[src/design/mmaq_pkg.sv]
`default_nettype none

package mmaq_pkg;

  // Field widths fixed by the transaction format
  localparam int VALUE_BITS = 32;
  localparam int COUNT_BITS = 7;

  // Default queue capacity
  localparam int QUEUE_DEPTH_DEF = 64;

  // Empty-window readings: greatest value for the minimum, least for the maximum
  localparam logic signed [VALUE_BITS-1:0] VALUE_MAX = {1'b0, {(VALUE_BITS-1){1'b1}}};
  localparam logic signed [VALUE_BITS-1:0] VALUE_MIN = {1'b1, {(VALUE_BITS-1){1'b0}}};

  typedef enum logic {
    KIND_PUSH = 1'b0,
    KIND_POP  = 1'b1
  } mmaq_kind_t;

  typedef enum logic [1:0] {
    ST_OK    = 2'd0,
    ST_EMPTY = 2'd1,
    ST_FULL  = 2'd2
  } mmaq_status_t;

  typedef enum logic [1:0] {
    S_IDLE,
    S_XFER,
    S_POP,
    S_FILL
  } mmaq_state_t;

  typedef struct packed {
    mmaq_kind_t                    kind;
    logic signed [VALUE_BITS-1:0]  value;
  } mmaq_in_t;

  typedef struct packed {
    logic signed [VALUE_BITS-1:0]  popped_value;
    mmaq_status_t                  status;
    logic signed [VALUE_BITS-1:0]  window_min;
    logic signed [VALUE_BITS-1:0]  window_max;
    logic [COUNT_BITS-1:0]         count;
  } mmaq_out_t;

  // One stack entry: value plus running min/max of itself and everything below
  typedef struct packed {
    logic signed [VALUE_BITS-1:0]  value;
    logic signed [VALUE_BITS-1:0]  pmin;
    logic signed [VALUE_BITS-1:0]  pmax;
  } mmaq_entry_t;

  // Top-of-stack aggregate handed to the window merge
  typedef struct packed {
    logic                          live;
    logic signed [VALUE_BITS-1:0]  mn;
    logic signed [VALUE_BITS-1:0]  mx;
  } mmaq_top_t;

endpackage

`default_nettype wire

[src/design/mmaq_merge.sv]
`default_nettype none

module mmaq_merge (
  input  wire mmaq_pkg::mmaq_top_t                 in_top,
  input  wire mmaq_pkg::mmaq_top_t                 ob_top,
  output logic signed [mmaq_pkg::VALUE_BITS-1:0]   win_min,
  output logic signed [mmaq_pkg::VALUE_BITS-1:0]   win_max
);

  import mmaq_pkg::*;

  // Combine the tops of both stacks; an empty stack contributes nothing
  always_comb begin
    win_min = VALUE_MAX;
    win_max = VALUE_MIN;
    if (ob_top.live) begin
      win_min = ob_top.mn;
      win_max = ob_top.mx;
    end
    if (in_top.live) begin
      if (!ob_top.live || ($signed(in_top.mn) < $signed(win_min))) begin
        win_min = in_top.mn;
      end
      if (!ob_top.live || ($signed(in_top.mx) > $signed(win_max))) begin
        win_max = in_top.mx;
      end
    end
  end

endmodule

`default_nettype wire

[config.mk]
export PLATFORM = sky130hd
export DESIGN_NAME = mmaq_merge
export DESIGN_NICKNAME = d
export VERILOG_FILES = /design/src/design/mmaq_pkg.sv /design/src/design/mmaq_merge.sv
export SDC_FILE = /design/constraint.sdc
export NUM_CORES = 1
export LEC_CHECK = 0
export ABC_AREA = 1
export BUFFER_PORTS_ARGS = -buffer_cell sky130_fd_sc_hd__buf_4
export CORE_MARGIN = 10
export CORE_UTILIZATION = 49
export DETAILED_ROUTE_END_ITERATION = 8
export GPL_TIMING_DRIVEN = 0
export PLACE_DENSITY = 0.95
export SETUP_SLACK_MARGIN = 0.1
export SLEW_MARGIN = 20
export SYNTH_ARGS = -nofsm -noshare
export SYNTH_HDL_FRONTEND = slang
export SYNTH_SLANG_ARGS = --single-unit
[constraint.sdc]
create_clock -name vclk -period 6.75
set_input_delay 1.35 -clock vclk [all_inputs]
set_output_delay 1.35 -clock vclk [all_outputs]
set_load 0.01 [all_outputs]
==> impl_results.html <==
<table>
<tr><th>Metric</th><th>Value</th></tr>
<tr><th colspan="2">Status</th></tr>
<tr><td>Result of the run</td><td>complete, no violations</td></tr>
<tr><th colspan="2">Worst setup path</th></tr>
<tr><td>Buffering stage count on the worst path with inverters included</td><td>5</td></tr>
<tr><td>Endpoint arrival time on the critical path</td><td>approximately 4.5 ns</td></tr>
<tr><td>Critical path capture point type</td><td>output pin</td></tr>
<tr><td>Cell Chain, Critical Path</td><td>buf_6 &gt; clkbuf_1 &gt; clkbuf_1 &gt; nand2_1 &gt; ha_1 &gt; nand2_1 &gt; nor2_1 &gt; nand4_1 &gt; nor4_1 &gt; nand2_1 &gt; nand2_1 &gt; nand2_2 &gt; nand3_4 &gt; nand2_2 &gt; buf_6 &gt; o21ai_1 &gt; nand2_1 &gt; buf_4</td></tr>
<tr><td>Worst Path Max Fanout</td><td>10</td></tr>
<tr><td>Critical Path Start Type</td><td>input pin</td></tr>
<tr><td>Worst Path Class, Setup</td><td>input pin to output pin</td></tr>
<tr><td>Most repeated library cell on the critical path</td><td>sky130_fd_sc_hd__nand2_1</td></tr>
<tr><td>CP Data Required Time</td><td>5.40 ns</td></tr>
<tr><td>Family with the most delay on the worst path</td><td>simple AND/OR/NAND/NOR gates</td></tr>
<tr><td>Largest stage delay on the critical path</td><td>0.47 ns</td></tr>
<tr><td>Crit-path slowest cell</td><td>sky130_fd_sc_hd__clkbuf_1</td></tr>
<tr><th colspan="2">Synthesis</th></tr>
<tr><td>Cell count after synthesis</td><td>584</td></tr>
<tr><td>Seq/Total Area, Yosys</td><td>0</td></tr>
<tr><td>Leading cell type by number of instances after synthesis</td><td>sky130_fd_sc_hd__nand2_1</td></tr>
<tr><td>Top area cells in the synthesized netlist</td><td>sky130_fd_sc_hd__ha_1 25%, sky130_fd_sc_hd__nand2_1 20%, sky130_fd_sc_hd__nand3_1 15%</td></tr>
<tr><td>Cell type with the largest total area after synthesis</td><td>sky130_fd_sc_hd__ha_1</td></tr>
<tr><td>Syn nets</td><td>777</td></tr>
<tr><td>Leading post-synthesis cells by instance count</td><td>168 x sky130_fd_sc_hd__nand2_1, 96 x sky130_fd_sc_hd__nand3_1, 63 x sky130_fd_sc_hd__ha_1, 56 x sky130_fd_sc_hd__inv_1, 51 x sky130_fd_sc_hd__nor2_1</td></tr>
<tr><td>Fraction of synthesized cell area taken by the top area cell type</td><td>0.2516</td></tr>
<tr><td>Total of warnings raised by yosys</td><td>0</td></tr>
<tr><td>Distinct cell type count of the synthesized netlist</td><td>26</td></tr>
<tr><td>Area of the mapped netlist</td><td>3133 sq um</td></tr>
<tr><td>Synth Area per Inst</td><td>5.365 sq um</td></tr>
<tr><th colspan="2">Place</th></tr>
<tr><td>Dpl ws</td><td>1.007 ns</td></tr>
<tr><td>Port Buf Inserts</td><td>193</td></tr>
<tr><td>Placed wire-length estimate after detailed placement</td><td>11.98 mm</td></tr>
<tr><td>Number of placed cells counting well taps</td><td>854</td></tr>
<tr><td>Routability-driven placement congestion ratio</td><td>0.9570</td></tr>
<tr><th colspan="2">Global routing</th></tr>
<tr><td>First-pass GRT wire length</td><td>22.10 mm</td></tr>
<tr><td>Number of antenna violations at the first check in global routing</td><td>0</td></tr>
<tr><td>Largest net degree at the start of global routing</td><td>11</td></tr>
<tr><td>Total routing usage reported by global routing</td><td>0.2561</td></tr>
<tr><td>Overall overflow remaining after global route</td><td>0</td></tr>
<tr><td>Vias in the first global route</td><td>4723</td></tr>
<tr><th colspan="2">Hold path</th></tr>
<tr><td>Hold path endpoint</td><td>win_min[29]</td></tr>
<tr><td>Hold path startpoint</td><td>ob_top[61]</td></tr>
<tr><td>Worst hold-check path type</td><td>input pin to output pin</td></tr>
<tr><td>Number of cells on the worst hold path</td><td>4</td></tr>
<tr><th colspan="2">Detailed routing</th></tr>
<tr><td>Antenna Nets Post-Route</td><td>0</td></tr>
<tr><td>Violation count after the first detailed-route iteration</td><td>269</td></tr>
<tr><td>Vias per cell</td><td>5.623</td></tr>
<tr><td>Routed via count</td><td>4802</td></tr>
<tr><td>DRC violation count after routing</td><td>0</td></tr>
<tr><td>Router iterations before antenna repair</td><td>5</td></tr>
<tr><td>Overall routed net length</td><td>13.95 mm</td></tr>
<tr><td>Avg WL per Cell</td><td>16.33 um</td></tr>
<tr><th colspan="2">Finish</th></tr>
<tr><td>Post-layout nets</td><td>~970</td></tr>
<tr><td>Number of standard cells in the layout, taps in and fillers out</td><td>approximately 850</td></tr>
<tr><td>Number of inserted diodes</td><td>0</td></tr>
<tr><td>Synthesis-to-finish area growth</td><td>49.32%</td></tr>
<tr><td>Total number of sequential cells</td><td>0</td></tr>
<tr><td>Clock Buffer Count</td><td>0</td></tr>
<tr><td>FF/Latch Area</td><td>0 sq um</td></tr>
<tr><td>Fraction of layout cells with a size suffix above 1</td><td>0.2754</td></tr>
<tr><th colspan="2">Clocking</th></tr>
<tr><td>Hold-fix buffers, CTS</td><td>0</td></tr>
<tr><td>Quantity of gates resized following cts</td><td>0</td></tr>
<tr><td># Post-CTS Setup Buffers</td><td>0</td></tr>
<tr><th colspan="2">Floorplanning</th></tr>
<tr><td>Die Span Y</td><td>about 100 um</td></tr>
<tr><td>Placement row count</td><td>29</td></tr>
<tr><td>CORE AREA</td><td>6277 sq um</td></tr>
<tr><td>Boundary pin count</td><td>194</td></tr>
<tr><td>Effective utilization at floorplan</td><td>0.4991</td></tr>
<tr><td>Width of the chip</td><td>about 100 um</td></tr>
<tr><td>Area enclosed by the die boundary</td><td>roughly 10000 sq um</td></tr>
<tr><th colspan="2">Timing</th></tr>
<tr><td>PnR worst setup slack</td><td>0.9406 ns</td></tr>
<tr><td>RSZ-0062 raised after global routing</td><td>false</td></tr>
<tr><td>Worst-case headroom to the max-slew limit</td><td>0.5914</td></tr>
<tr><td>Total negative setup slack</td><td>0 ns</td></tr>
<tr><td>Final number of hold-violating endpoints</td><td>0</td></tr>
<tr><td>Least-Margin Pin Slew</td><td>0.6129 ns</td></tr>
<tr><td>Count of endpoints failing setup in the final report</td><td>0</td></tr>
<tr><td>Post-route minimum period</td><td>5.809 ns</td></tr>
<tr><td>Peak clock frequency supported by timing</td><td>172.1 MHz</td></tr>
<tr><td>Final Max Slew Viols</td><td>0</td></tr>
<tr><td>Final clock period utilization by the worst path</td><td>0.8607</td></tr>
<tr><th colspan="2">Pwr</th></tr>
<tr><td>Leakage</td><td>2.726 nW</td></tr>
<tr><td>Worst vdd ir</td><td>55.58 uV</td></tr>
<tr><td>Ratio of total power to cell area</td><td>81.61 nW/um^2</td></tr>
<tr><th colspan="2">Job</th></tr>
<tr><td>Maxcap violations</td><td>0</td></tr>
</table>
how the worst max path moves through the flow:
stage	from	endpoint	depth (start not counted)
global placement	ob_top[64]	win_min[13]	18
detailed placement	ob_top[64]	win_min[13]	18
finish	ob_top[64]	win_min[13]	18
CTS	ob_top[64]	win_min[13]	18
floorplan	ob_top[64]	win_max[10]	16
global route	ob_top[64]	win_min[26]	18
power by group:
group | internal [mW] | switching [mW] | leakage, nW
Sequential | 0 | 0 | 0
Combinational | 0.177 | 0.205 | 2.73
Clock | 0 | 0 | 0
layer usage:
metal / global-route usage / wire length, um / share of wire
met5: 0 / 0 / 0
met2: 0.4679 / 6804 / 0.49
met4: 0.06064 / 346 / 0.025
met3: 0.07143 / 1442 / 0.10
met1: 0.2841 / 5357 / 0.38
cells by family (layout without fill, tap and decap cells):
group	Yosys count	in the layout	synth area share
buffers and inverters	96	289	0.1310
and+or+nand+nor	352	352	0.4964
adders and majority gates	63	63	0.2516
AOI/OAI and AO/OA	73	73	0.1210
final cells by class:
class | count | area (sq um)
plain buffers | 39 | 196.4
fillers | 543 | 1599
repair buffers | 193 | 1449
inverters | 57 | 214.0
multi-input cells | 488 | 2723
well taps | 77 | 96.34
layout by cell type, fill, tap and decap left out, drive strengths merged, types with 2 or more instances in the layout:
master | Yosys | routed
buf | 21 | 214
inv | 56 | 56
clkbuf | 18 | 18
nand4 | 27 | 27
nand2 | 170 | 170
o211ai | 2 | 2
nor4 | 3 | 3
nor2 | 51 | 51
nand3 | 98 | 98
o21ai | 37 | 37
ha | 63 | 63
a21oi | 30 | 30
o21a | 3 | 3
metrics by stage:
| step | area (sq um) | utilization | hold slack [ns] | power [mW] |
|---|---|---|---|---|
| 2_1_floorplan | 3133 | - | 2.826 | 0.1943 |
| 3_3_place_gp | 4678 | 0.7453 | 2.986 | 0.3690 |
| 3_5_place_dp | 4678 | 0.7453 | 2.989 | 0.3787 |
| 4_1_cts | 4678 | 0.7453 | 2.992 | 0.3805 |
| 5_1_grt | 4678 | 0.7453 | 3.007 | 0.4231 |
| 6_report | 4678 | 0.7453 | 2.990 | 0.3818 |
(Power assumes the default switching activity.)
