==> src/design/mmaq_ram.sv <==
`default_nettype none

module mmaq_ram #(
  parameter int WIDTH = 8,
  parameter int DEPTH = 16
) (
  input  wire logic                     clk,
  input  wire logic                     wr_en,
  input  wire logic [$clog2(DEPTH)-1:0] wr_addr,
  input  wire logic [WIDTH-1:0]         wr_data,
  input  wire logic                     rd_en,
  input  wire logic [$clog2(DEPTH)-1:0] rd_addr,
  output logic      [WIDTH-1:0]         rd_data
);

  logic [WIDTH-1:0] mem_r [DEPTH];
  logic [WIDTH-1:0] rd_data_r;

  // Single write port, single registered read port
  always_ff @(posedge clk) begin
    if (wr_en) begin
      mem_r[wr_addr] <= wr_data;
    end
    if (rd_en) begin
      rd_data_r <= mem_r[rd_addr];
    end
  end

  assign rd_data = rd_data_r;

endmodule

`default_nettype wire

==> config.mk <==
export PLATFORM = sky130hd
export DESIGN_NAME = mmaq_ram
export DESIGN_NICKNAME = d
export VERILOG_FILES = /design/src/design/mmaq_ram.sv
export SDC_FILE = /design/constraint.sdc
export NUM_CORES = 1
export LEC_CHECK = 0
export ABC_AREA = 1
export BUFFER_PORTS_ARGS = -buffer_cell sky130_fd_sc_hd__buf_4
export CORE_MARGIN = 4
export CORE_UTILIZATION = 36
export CTS_BUF_LIST = sky130_fd_sc_hd__clkbuf_8
export DETAILED_ROUTE_END_ITERATION = 8
export HOLD_SLACK_MARGIN = 0.12
export PLACE_DENSITY_LB_ADDON = 0.3
export SYNTH_ARGS = -nofsm -noshare
export SYNTH_HDL_FRONTEND = slang
export SYNTH_SLANG_ARGS = --single-unit
export TNS_END_PERCENT = 30
==> constraint.sdc <==
create_clock -name clk -period 2.4 [get_ports clk]
set_input_delay 0.12 -clock clk [delete_from_list [all_inputs] [get_ports clk]]
set_output_delay 0.12 -clock clk [all_outputs]
set_load 0.005 [all_outputs]
==> flow_metrics.env, run 1 <==
export IMPL_status="finished, final reports clean"
export IMPL_r2r_end="rd_data[7]$_DFFE_PP_"
export IMPL_cp_start_kind="flip-flop"
export IMPL_place_detailed_hpwl_um=8170
export IMPL_synth_top_area_share_pct=69.8
export IMPL_hold_viol=0
export IMPL_gp_congestion=0.832
export IMPL_cp_data_required_time_ns=2.60
export IMPL_r2r_start="mem_r[1][7]$_DFFE_PP_"
export IMPL_grt_util_all_layers_pct=14.6
export IMPL_clk_pin_slew_ns=0.07
export IMPL_min_path_type="primary input to flip-flop"
export IMPL_whs_path_depth=4
export IMPL_crit_fanout=1
export IMPL_fin_crit_sh_pct=48.4
export IMPL_port_buffers=26
export IMPL_grt_overflow_total=0
export IMPL_layout_nets=607
export IMPL_insertion_delay_ns=0.44
export IMPL_synth_top_cell_by_area="edfxtp_1"
export IMPL_fin_crit_ns=1.16
export IMPL_fin_ws_ns=1.24
export IMPL_first_pass_iters=5
export IMPL_drv_cap=0
export IMPL_grt_first_pass_wirelength_um=20200
export IMPL_drt_iter0_drc=349
export IMPL_fin_skew_ns=0.0102
export IMPL_rr_worst_depth=6
export IMPL_postSynthNetCount=570
export IMPL_coreArea_mm2=0.0159
export IMPL_post_place_ws_ns=0.812
export IMPL_ir_drop_v=0.000300
export IMPL_drive_above_1_share_pct=9.48
export IMPL_ys_seq_area_share_pct=69.8
export IMPL_post_drt_wl_per_cell_um=15.7
export IMPL_max_slew_worst_pin_slew_ns=0.890
export IMPL_ys_ff_latch=136
export IMPL_ant_nets=0
export IMPL_clock_sinks=136
export IMPL_row_count=46
export IMPL_drt_total_wl_um=12800
export IMPL_relSlewSlack_pct=40.4
export IMPL_synth_area_leaders="edfxtp_1, nand2_1, nand3_1"
export IMPL_cts_tree="yes"
export IMPL_finalSetupTns_ns=0
export IMPL_final_cell_count_no_fill=817
export IMPL_crit_type="flip-flop to flip-flop"
export IMPL_placed_area_mm2=0.00620
export IMPL_fmax_ghz=0.861
export IMPL_die_h_um=135
export IMPL_first_global_vias=3667
export IMPL_min_from="rd_addr[2]"
export IMPL_drc=0
export IMPL_syn_to_final_growth_pct=13.5
export IMPL_power_density_mw_per_mm2=699
export IMPL_fp_dieW_um=135
export IMPL_die_area_mm2=0.0183
export IMPL_cellLeakagePower_uw=0.00280
export IMPL_r2r_slack_ns=1.24
export IMPL_cts_buffers=17
export IMPL_antenna_found_initial=0
export IMPL_rsz0062_at_grt="no"
export IMPL_ys_types=11
export IMPL_synth_warnings=0
export IMPL_hold_end="rd_data[7]$_DFFE_PP_"
export IMPL_syn_area_mm2=0.00585
export IMPL_ios=27
export IMPL_design_area_mm2=0.00663
export IMPL_dp_cells=775
export IMPL_cts_max_path_buffers=2
export IMPL_initial_core_util_pct=36.8
export IMPL_num_vias=3795
export IMPL_synth_cells=551
export IMPL_finalPower_uw=4640
export IMPL_cp_arrival_ns=1.36
export IMPL_grt_max_degree=65
export IMPL_htree_num_levels=4
export IMPL_maxSlewViolCount=0
export IMPL_root_buffer="clkbuf_8"
export IMPL_viasPerCell=4.65
export IMPL_setup_worst_path_end_class="flip-flop"
export IMPL_setup_viol=0
export IMPL_postSynthAreaPerCell_um2=10.6
export IMPL_insertedDiodeCount=0
-- worst max-delay path by stage --
stage / from / to / slack [ns] / cells past startpoint
floorplan: wr_addr[2] / mem_r[10][0]$_DFFE_PP_ / 1.33 / 2
global placement: rd_addr[0] / rd_data[5]$_DFFE_PP_ / 0.81 / 8
detailed placement: rd_addr[0] / rd_data[5]$_DFFE_PP_ / 0.81 / 8
CTS: rd_data[4]$_DFFE_PP_ / rd_data[4] / 1.24 / 1
global route: mem_r[1][0]$_DFFE_PP_ / rd_data[0]$_DFFE_PP_ / 1.16 / 6
finish: mem_r[1][7]$_DFFE_PP_ / rd_data[7]$_DFFE_PP_ / 1.24 / 6
-- worst max-delay path, stage by stage (launching register included) --
cell      delay [ns]
edfxtp_1        0.39
inv_1           0.06
nand2_1         0.04
nand3_1         0.10
nand3_1         0.13
nand3_1         0.13
nand2_1         0.06
-- flip-flops by register name, indices dropped and copies added (netlist names) --
signal,cells
mem_r,128
rd_data,8
-- placed cells by master, fill, tap and decap left out --
cell type	count
dlygate4sd3_1	10
nand2_1	173
nand3_1	97
clkbuf_8	17
edfxtp_1	136
buf_12	1
nand3b_1	2
inv_2	2
clkinv_2	2
nor2_1	17
bufinv_16	1
clkinv_1	6
inv_1	103
buf_4	31
clkinvlp_4	3
-- cell type report --
class	count	area [µm²]
clock buffers	17	234
clock inverters	15	96.3
fillers	1522	9250
inverters	102	383
multi-input cells	289	1210
flip-flops and latches	136	4080
well taps	216	270
repair buffers	42	353
-- layer usage --
metal	wire, µm	vias up	global-route usage (%)
met3	703	12	3.27
met2	5920	109	22.5
met5	0	-	0
met1	6040	1824	20.8
met4	150	0	4.31
li1	-	1850	-
-- cells in the mapped netlist --
| library cell | count |
|---|---|
| buf_1 | 1 |
| nand3b_1 | 2 |
| buf_6 | 6 |
| nand3_1 | 97 |
| buf_4 | 4 |
| inv_1 | 100 |
| nor2_1 | 17 |
| inv_2 | 2 |
| edfxtp_1 | 136 |
| nand2_1 | 173 |
| buf_2 | 13 |
-- through the flow --
step                      util (%)  hold WS, ns
final                         41.8        0.217
after global routing          41.8        0.223
after CTS                     41.8        0.199
after detailed placement      39.1        0.417
after global placement        39.1        0.418
after floorplan                  -        0.219
-- cells by family (layout without fill, tap and decap cells) --
logic type             Yosys count  after routing  synth area share [%]
flip-flops                     136            136                  69.8
AND/OR/NAND/NOR                289            289                  20.8
buffers and inverters          126            176                  9.39
-- power by group --
part,internal (µW),switching [µW]
clock,778,841
sequential,2670,16.7
combinational,110,217
total,3560,1080
-- what timing repair did --
item / 4_1_cts / 5_1_grt
setup buffers: 0 / 0
endpoints found under the setup margin: 0 / 0
endpoints found under the hold margin: 140 / 0
resized for setup: 0 / 0
hold buffers: 10 / 0
(Power assumes the default switching activity.)
==> run 2, diff against run 1 <==
==> constraint.sdc (replaced) <==
create_clock -name clk -period 1.2 [get_ports clk]
set_input_delay 0.06 -clock clk [delete_from_list [all_inputs] [get_ports clk]]
set_output_delay 0.06 -clock clk [all_outputs]
set_load 0.005 [all_outputs]
==> flow_metrics.env, run 2 (synthesized netlist as in run 1, its figures left out) <==
export IMPL_status="finished, final reports clean"
export IMPL_port_buffers=26
export IMPL_fin_skew_ns=0.00781
export IMPL_power_density_mw_per_mm2=1340
export IMPL_crit_type="primary input to flip-flop"
export IMPL_post_drt_wl_per_cell_um=15.0
export IMPL_max_slew_worst_pin_slew_ns=0.325
export IMPL_rsz0062_at_grt="no"
export IMPL_initial_core_util_pct=36.8
export IMPL_hold_viol=0
export IMPL_grt_first_pass_wirelength_um=19900
export IMPL_first_global_vias=3716
export IMPL_min_path_type="primary input to flip-flop"
export IMPL_fin_crit_ns=1.14
export IMPL_root_buffer="clkbuf_8"
export IMPL_layout_commonest_cell="nand2_1"
export IMPL_coreArea_mm2=0.0159
export IMPL_cts_max_path_buffers=2
export IMPL_clock_sinks=136
export IMPL_place_detailed_hpwl_um=8330
export IMPL_clk_pin_slew_ns=0.07
export IMPL_relSlewSlack_pct=78.3
export IMPL_top_register="mem_r"
export IMPL_post_place_ws_ns=-0.00154
export IMPL_ios=27
export IMPL_crit_top_cell="nand3_1"
export IMPL_fmax_ghz=0.879
export IMPL_antenna_found_initial=0
export IMPL_setup_worst_path_end_class="flip-flop"
export IMPL_cellLeakagePower_uw=0.00293
export IMPL_num_vias=3786
export IMPL_drc=0
export IMPL_insertion_delay_ns=0.42
export IMPL_cts_buffers=17
export IMPL_drt_total_wl_um=12600
export IMPL_htree_num_levels=4
export IMPL_maxSlewViolCount=0
export IMPL_cp_data_required_time_ns=1.36
export IMPL_fin_ws_ns=0.0620
export IMPL_insertedDiodeCount=0
export IMPL_cts_tree="yes"
export IMPL_worst_hold_slack_ns=0.183
export IMPL_cts_setup_buffers=0
export IMPL_drv_cap=0
export IMPL_fin_crit_sh_pct=94.8
export IMPL_drive_above_1_share_pct=12.3
export IMPL_cp_start_kind="primary input"
export IMPL_viasPerCell=4.54
export IMPL_die_h_um=135
export IMPL_row_count=46
export IMPL_crit_fanout=16
export IMPL_fp_dieW_um=135
export IMPL_die_area_mm2=0.0183
export IMPL_grt_max_degree=47
export IMPL_gp_congestion=0.743
export IMPL_finalPower_uw=9150
export IMPL_grt_util_all_layers_pct=14.5
export IMPL_syn_to_final_growth_pct=16.6
export IMPL_layout_nets=628
export IMPL_mostFrequentLayoutCells="nand2_1, edfxtp_1, inv_1"
export IMPL_setup_viol=0
export IMPL_drt_iter0_drc=361
export IMPL_crit_slowest_cell="dlygate4sd3_1"
export IMPL_grt_overflow_total=0
export IMPL_cp_arrival_ns=1.30
export IMPL_largest_reg_flops=128
export IMPL_crit_chain="dlygate4sd3_1 > buf_4 > inv_1 > buf_12 > nand3_1 > nand3_1 > nand2_1"
export IMPL_finalSetupTns_ns=0
export IMPL_first_pass_iters=5
export IMPL_ant_nets=0
export IMPL_max_stage_delay_ns=0.54
export IMPL_ir_drop_v=0.000688
[run 2: changes by cell type in the layout (fill, tap and decap cells not counted), sizes merged]
cell         delta
buf            +20
clkinv          -2
clkinvlp        -3
dlygate4sd3     +1
inv             +1
[run 2: timing repair]
action,CTS,global route
hold buffers,11,0
resized for setup,0,0
hold endpoints to repair,144,0
[run 2: final cells by class]
| type | count | area, µm² |
|---|---|---|
| Clock buffer | 17 | 234 |
| Tap cell | 216 | 270 |
| Clock inverter | 11 | 72.6 |
| Sequential cell | 136 | 4080 |
| Fill cell | 1530 | 9060 |
| Multi-Input combinational cell | 289 | 1210 |
| Timing Repair Buffer | 63 | 563 |
| Inverter | 102 | 383 |
[run 2: final timing paths]
kind	startpoint	to	slack (ns)	cells after the start
worst max register to register	mem_r[13][4]$_DFFE_PP_	rd_data[4]$_DFFE_PP_	0.12	6
worst min register to register	mem_r[10][6]$_DFFE_PP_	rd_data[6]$_DFFE_PP_	0.76	6
worst min-delay path	rd_addr[1]	rd_data[7]$_DFFE_PP_	0.18	5
worst max-delay path	rd_addr[2]	rd_data[4]$_DFFE_PP_	0.06	7
[run 2: through the flow]
stage / utilization [%] / cells / area (µm²)
floorplan: - / 551 / 5850
global placement: 40.3 / 795 / 6400
detailed placement: 40.3 / 795 / 6400
CTS: 42.9 / 834 / 6820
global route: 42.9 / 834 / 6820
finish: 42.9 / 834 / 6820
[run 2: where the power goes]
part / switching (µW) / internal, µW / total (µW)
sequential: 32.9 / 5350 / 5380
clock: 1540 / 1530 / 3070
combinational: 434 / 266 / 700
total: 2010 / 7140 / 9150
[run 2: routing by layer]
layer | GRT usage [%] | vias up | share of wire [%]
met1 | 18.3 | 1808 | 43
met3 | 2.97 | 7 | 5.4
met4 | 4.70 | 0 | 0.88
li1 | - | 1887 | -
met2 | 24.9 | 84 | 50
met5 | 0 | - | 0
[run 2: worst max-delay path, delay by kind of cell]
family | cells | cell delay (ns)
AND/OR/NAND/NOR | 3 | 0.29
buffers and inverters | 4 | 0.95
==> run 3, diff against run 2 <==
--- a/config.mk
+++ b/config.mk
@@ -12,7 +12,7 @@
 export CTS_BUF_LIST = sky130_fd_sc_hd__clkbuf_8
 export DETAILED_ROUTE_END_ITERATION = 8
 export HOLD_SLACK_MARGIN = 0.12
-export PLACE_DENSITY_LB_ADDON = 0.3
+export PLACE_DENSITY_LB_ADDON = 0.1
 export SYNTH_ARGS = -nofsm -noshare
 export SYNTH_HDL_FRONTEND = slang
 export SYNTH_SLANG_ARGS = --single-unit
==> flow_metrics.env, run 3 (synthesized netlist as in run 1, its figures left out) <==
export IMPL_status="finished, final reports clean"
export IMPL_fillCellCount=1534
export IMPL_ios=27
export IMPL_root_buffer="clkbuf_8"
export IMPL_coreArea_mm2=0.0159
export IMPL_rr_worst_depth=6
export IMPL_die_area_mm2=0.0183
export IMPL_row_count=46
export IMPL_post_drt_wl_per_cell_um=16.8
export IMPL_multiInputGateArea_mm2=0.00125
export IMPL_gp_congestion=0.813
export IMPL_fp_dieW_um=135
export IMPL_cts_buffers=17
export IMPL_worst_hold_slack_ns=0.183
export IMPL_cellLeakagePower_uw=0.00295
export IMPL_ant_nets=0
export IMPL_fin_crit_ns=1.15
export IMPL_first_global_vias=3704
export IMPL_hold_viol=0
export IMPL_cp_arrival_ns=1.34
export IMPL_drv_cap=0
export IMPL_viasPerCell=4.53
export IMPL_grt_overflow_total=0
export IMPL_fin_crit_sh_pct=95.8
export IMPL_ir_drop_v=0.000664
export IMPL_port_buffers=26
export IMPL_crit_fanout=1
export IMPL_min_from="rd_addr[2]"
export IMPL_insertedDiodeCount=0
export IMPL_first_pass_iters=4
export IMPL_clk_pin_slew_ns=0.07
export IMPL_min_path_type="primary input to flip-flop"
export IMPL_final_core_util_pct=43.2
export IMPL_die_h_um=135
export IMPL_hold_end="rd_data[5]$_DFFE_PP_"
export IMPL_drt_iter0_drc=240
export IMPL_grt_util_all_layers_pct=16.5
export IMPL_htree_num_levels=4
export IMPL_r2r_start="mem_r[6][6]$_DFFE_PP_"
export IMPL_clock_sinks=136
export IMPL_relSlewSlack_pct=56.2
export IMPL_cp_data_required_time_ns=1.39
export IMPL_layout_commonest_cell="nand2_1"
export IMPL_crit_type="flip-flop to flip-flop"
export IMPL_fmax_ghz=0.870
export IMPL_rsz0062_at_grt="yes"
export IMPL_drt_total_wl_um=14000
export IMPL_drive_above_1_share_pct=13.4
export IMPL_seqCellArea_mm2=0.00408
export IMPL_maxSlewViolCount=0
export IMPL_cts_tree="yes"
export IMPL_antenna_found_initial=0
export IMPL_r2r_slack_ns=0.05
export IMPL_max_slew_worst_pin_slew_ns=0.656
export IMPL_cts_setup_buffers=0
export IMPL_r2r_end="rd_data[6]$_DFFE_PP_"
export IMPL_whs_path_depth=5
export IMPL_syn_to_final_growth_pct=17.5
export IMPL_place_detailed_hpwl_um=8990
export IMPL_finalSetupTns_ns=0
export IMPL_grt_first_pass_wirelength_um=21700
export IMPL_cp_start_kind="flip-flop"
export IMPL_initial_core_util_pct=36.8
export IMPL_fin_skew_ns=0.00841
export IMPL_cts_max_path_buffers=2
export IMPL_finalPower_uw=9400
export IMPL_top_register="mem_r"
export IMPL_largest_reg_flops=128
export IMPL_setup_viol=0
export IMPL_insertion_delay_ns=0.43
export IMPL_num_vias=3782
export IMPL_drc=0
export IMPL_power_density_mw_per_mm2=1370
export IMPL_mostFrequentLayoutCells="nand2_1, edfxtp_1, inv_1"
export IMPL_setup_worst_path_end_class="flip-flop"
export IMPL_layout_nets=629
export IMPL_grt_max_degree=38
## run 3: cell types whose count changed in the layout (fill, tap and decap cells not counted), moves of 3 or more
cell / change
clkinv_1: +3
nand3_1: -7
nand3_2: +7
clkinv_2: -3
buf_4: +3
## run 3: worst max-delay path by stage
| stage | startpoint | end | slack [ns] | cells past startpoint |
|---|---|---|---|---|
| final | mem_r[6][6]$_DFFE_PP_ | rd_data[6]$_DFFE_PP_ | 0.05 | 6 |
| after global routing | mem_r[6][6]$_DFFE_PP_ | rd_data[6]$_DFFE_PP_ | -0.02 | 6 |
| after CTS | mem_r[6][0]$_DFFE_PP_ | rd_data[0]$_DFFE_PP_ | 0.03 | 6 |
| after detailed placement | rd_addr[1] | rd_data[1]$_DFFE_PP_ | -0.19 | 6 |
| after global placement | rd_addr[1] | rd_data[1]$_DFFE_PP_ | -0.17 | 6 |
| after floorplan | wr_addr[2] | mem_r[10][0]$_DFFE_PP_ | 0.19 | 2 |
## run 3: repair_timing
action | in CTS | in global routing
hold buffers | 10 | 0
hold endpoints to repair | 144 | 0
resized for setup | 0 | 7
setup endpoints to repair | 0 | 7
## run 3: metal layers
| layer | wire, µm | part of all wire (%) | track usage, % | up-vias |
|---|---|---|---|---|
| met4 | 244 | 1.7 | 5.99 | 0 |
| met1 | 6270 | 45 | 22.4 | 1792 |
| li1 | - | - | - | 1889 |
| met2 | 6730 | 48 | 26.1 | 85 |
| met5 | 0 | 0 | 0 | - |
| met3 | 771 | 5.5 | 3.57 | 16 |
## run 3: worst max-delay path, stage by stage, from the launching register on
cell and delay, ns:
edfxtp_1 0.37, inv_1 0.08, nand2_1 0.05, nand3_1 0.07, nand3_1 0.09, nand3_1 0.18, nand2_1 0.07
## run 3: layout make-up
class | count | share of cell area [%]
inverter | 102 | 5.57
sequential | 136 | 59.4
multi-input combinational | 289 | 18.2
clock buffer | 17 | 3.41
timing repair buffer | 64 | 8.09
tap | 216 | 3.93
clock inverter | 11 | 1.38
## run 3: report_power, final
group	total (µW)	switching, µW	internal [µW]
clock	3280	1550	1730
sequential	5380	29.9	5350
combinational	745	480	266
total	9400	2060	7350
## run 3: per-stage QoR
step           instance area [µm²]  instances  setup WS [ns]
6_report                      6870        835         0.0507
5_1_grt                       6870        835        -0.0201
4_1_cts                       6840        835         0.0294
3_5_place_dp                  6410        797         -0.191
3_3_place_gp                  6410        797         -0.167
2_1_floorplan                 5850        551          0.189
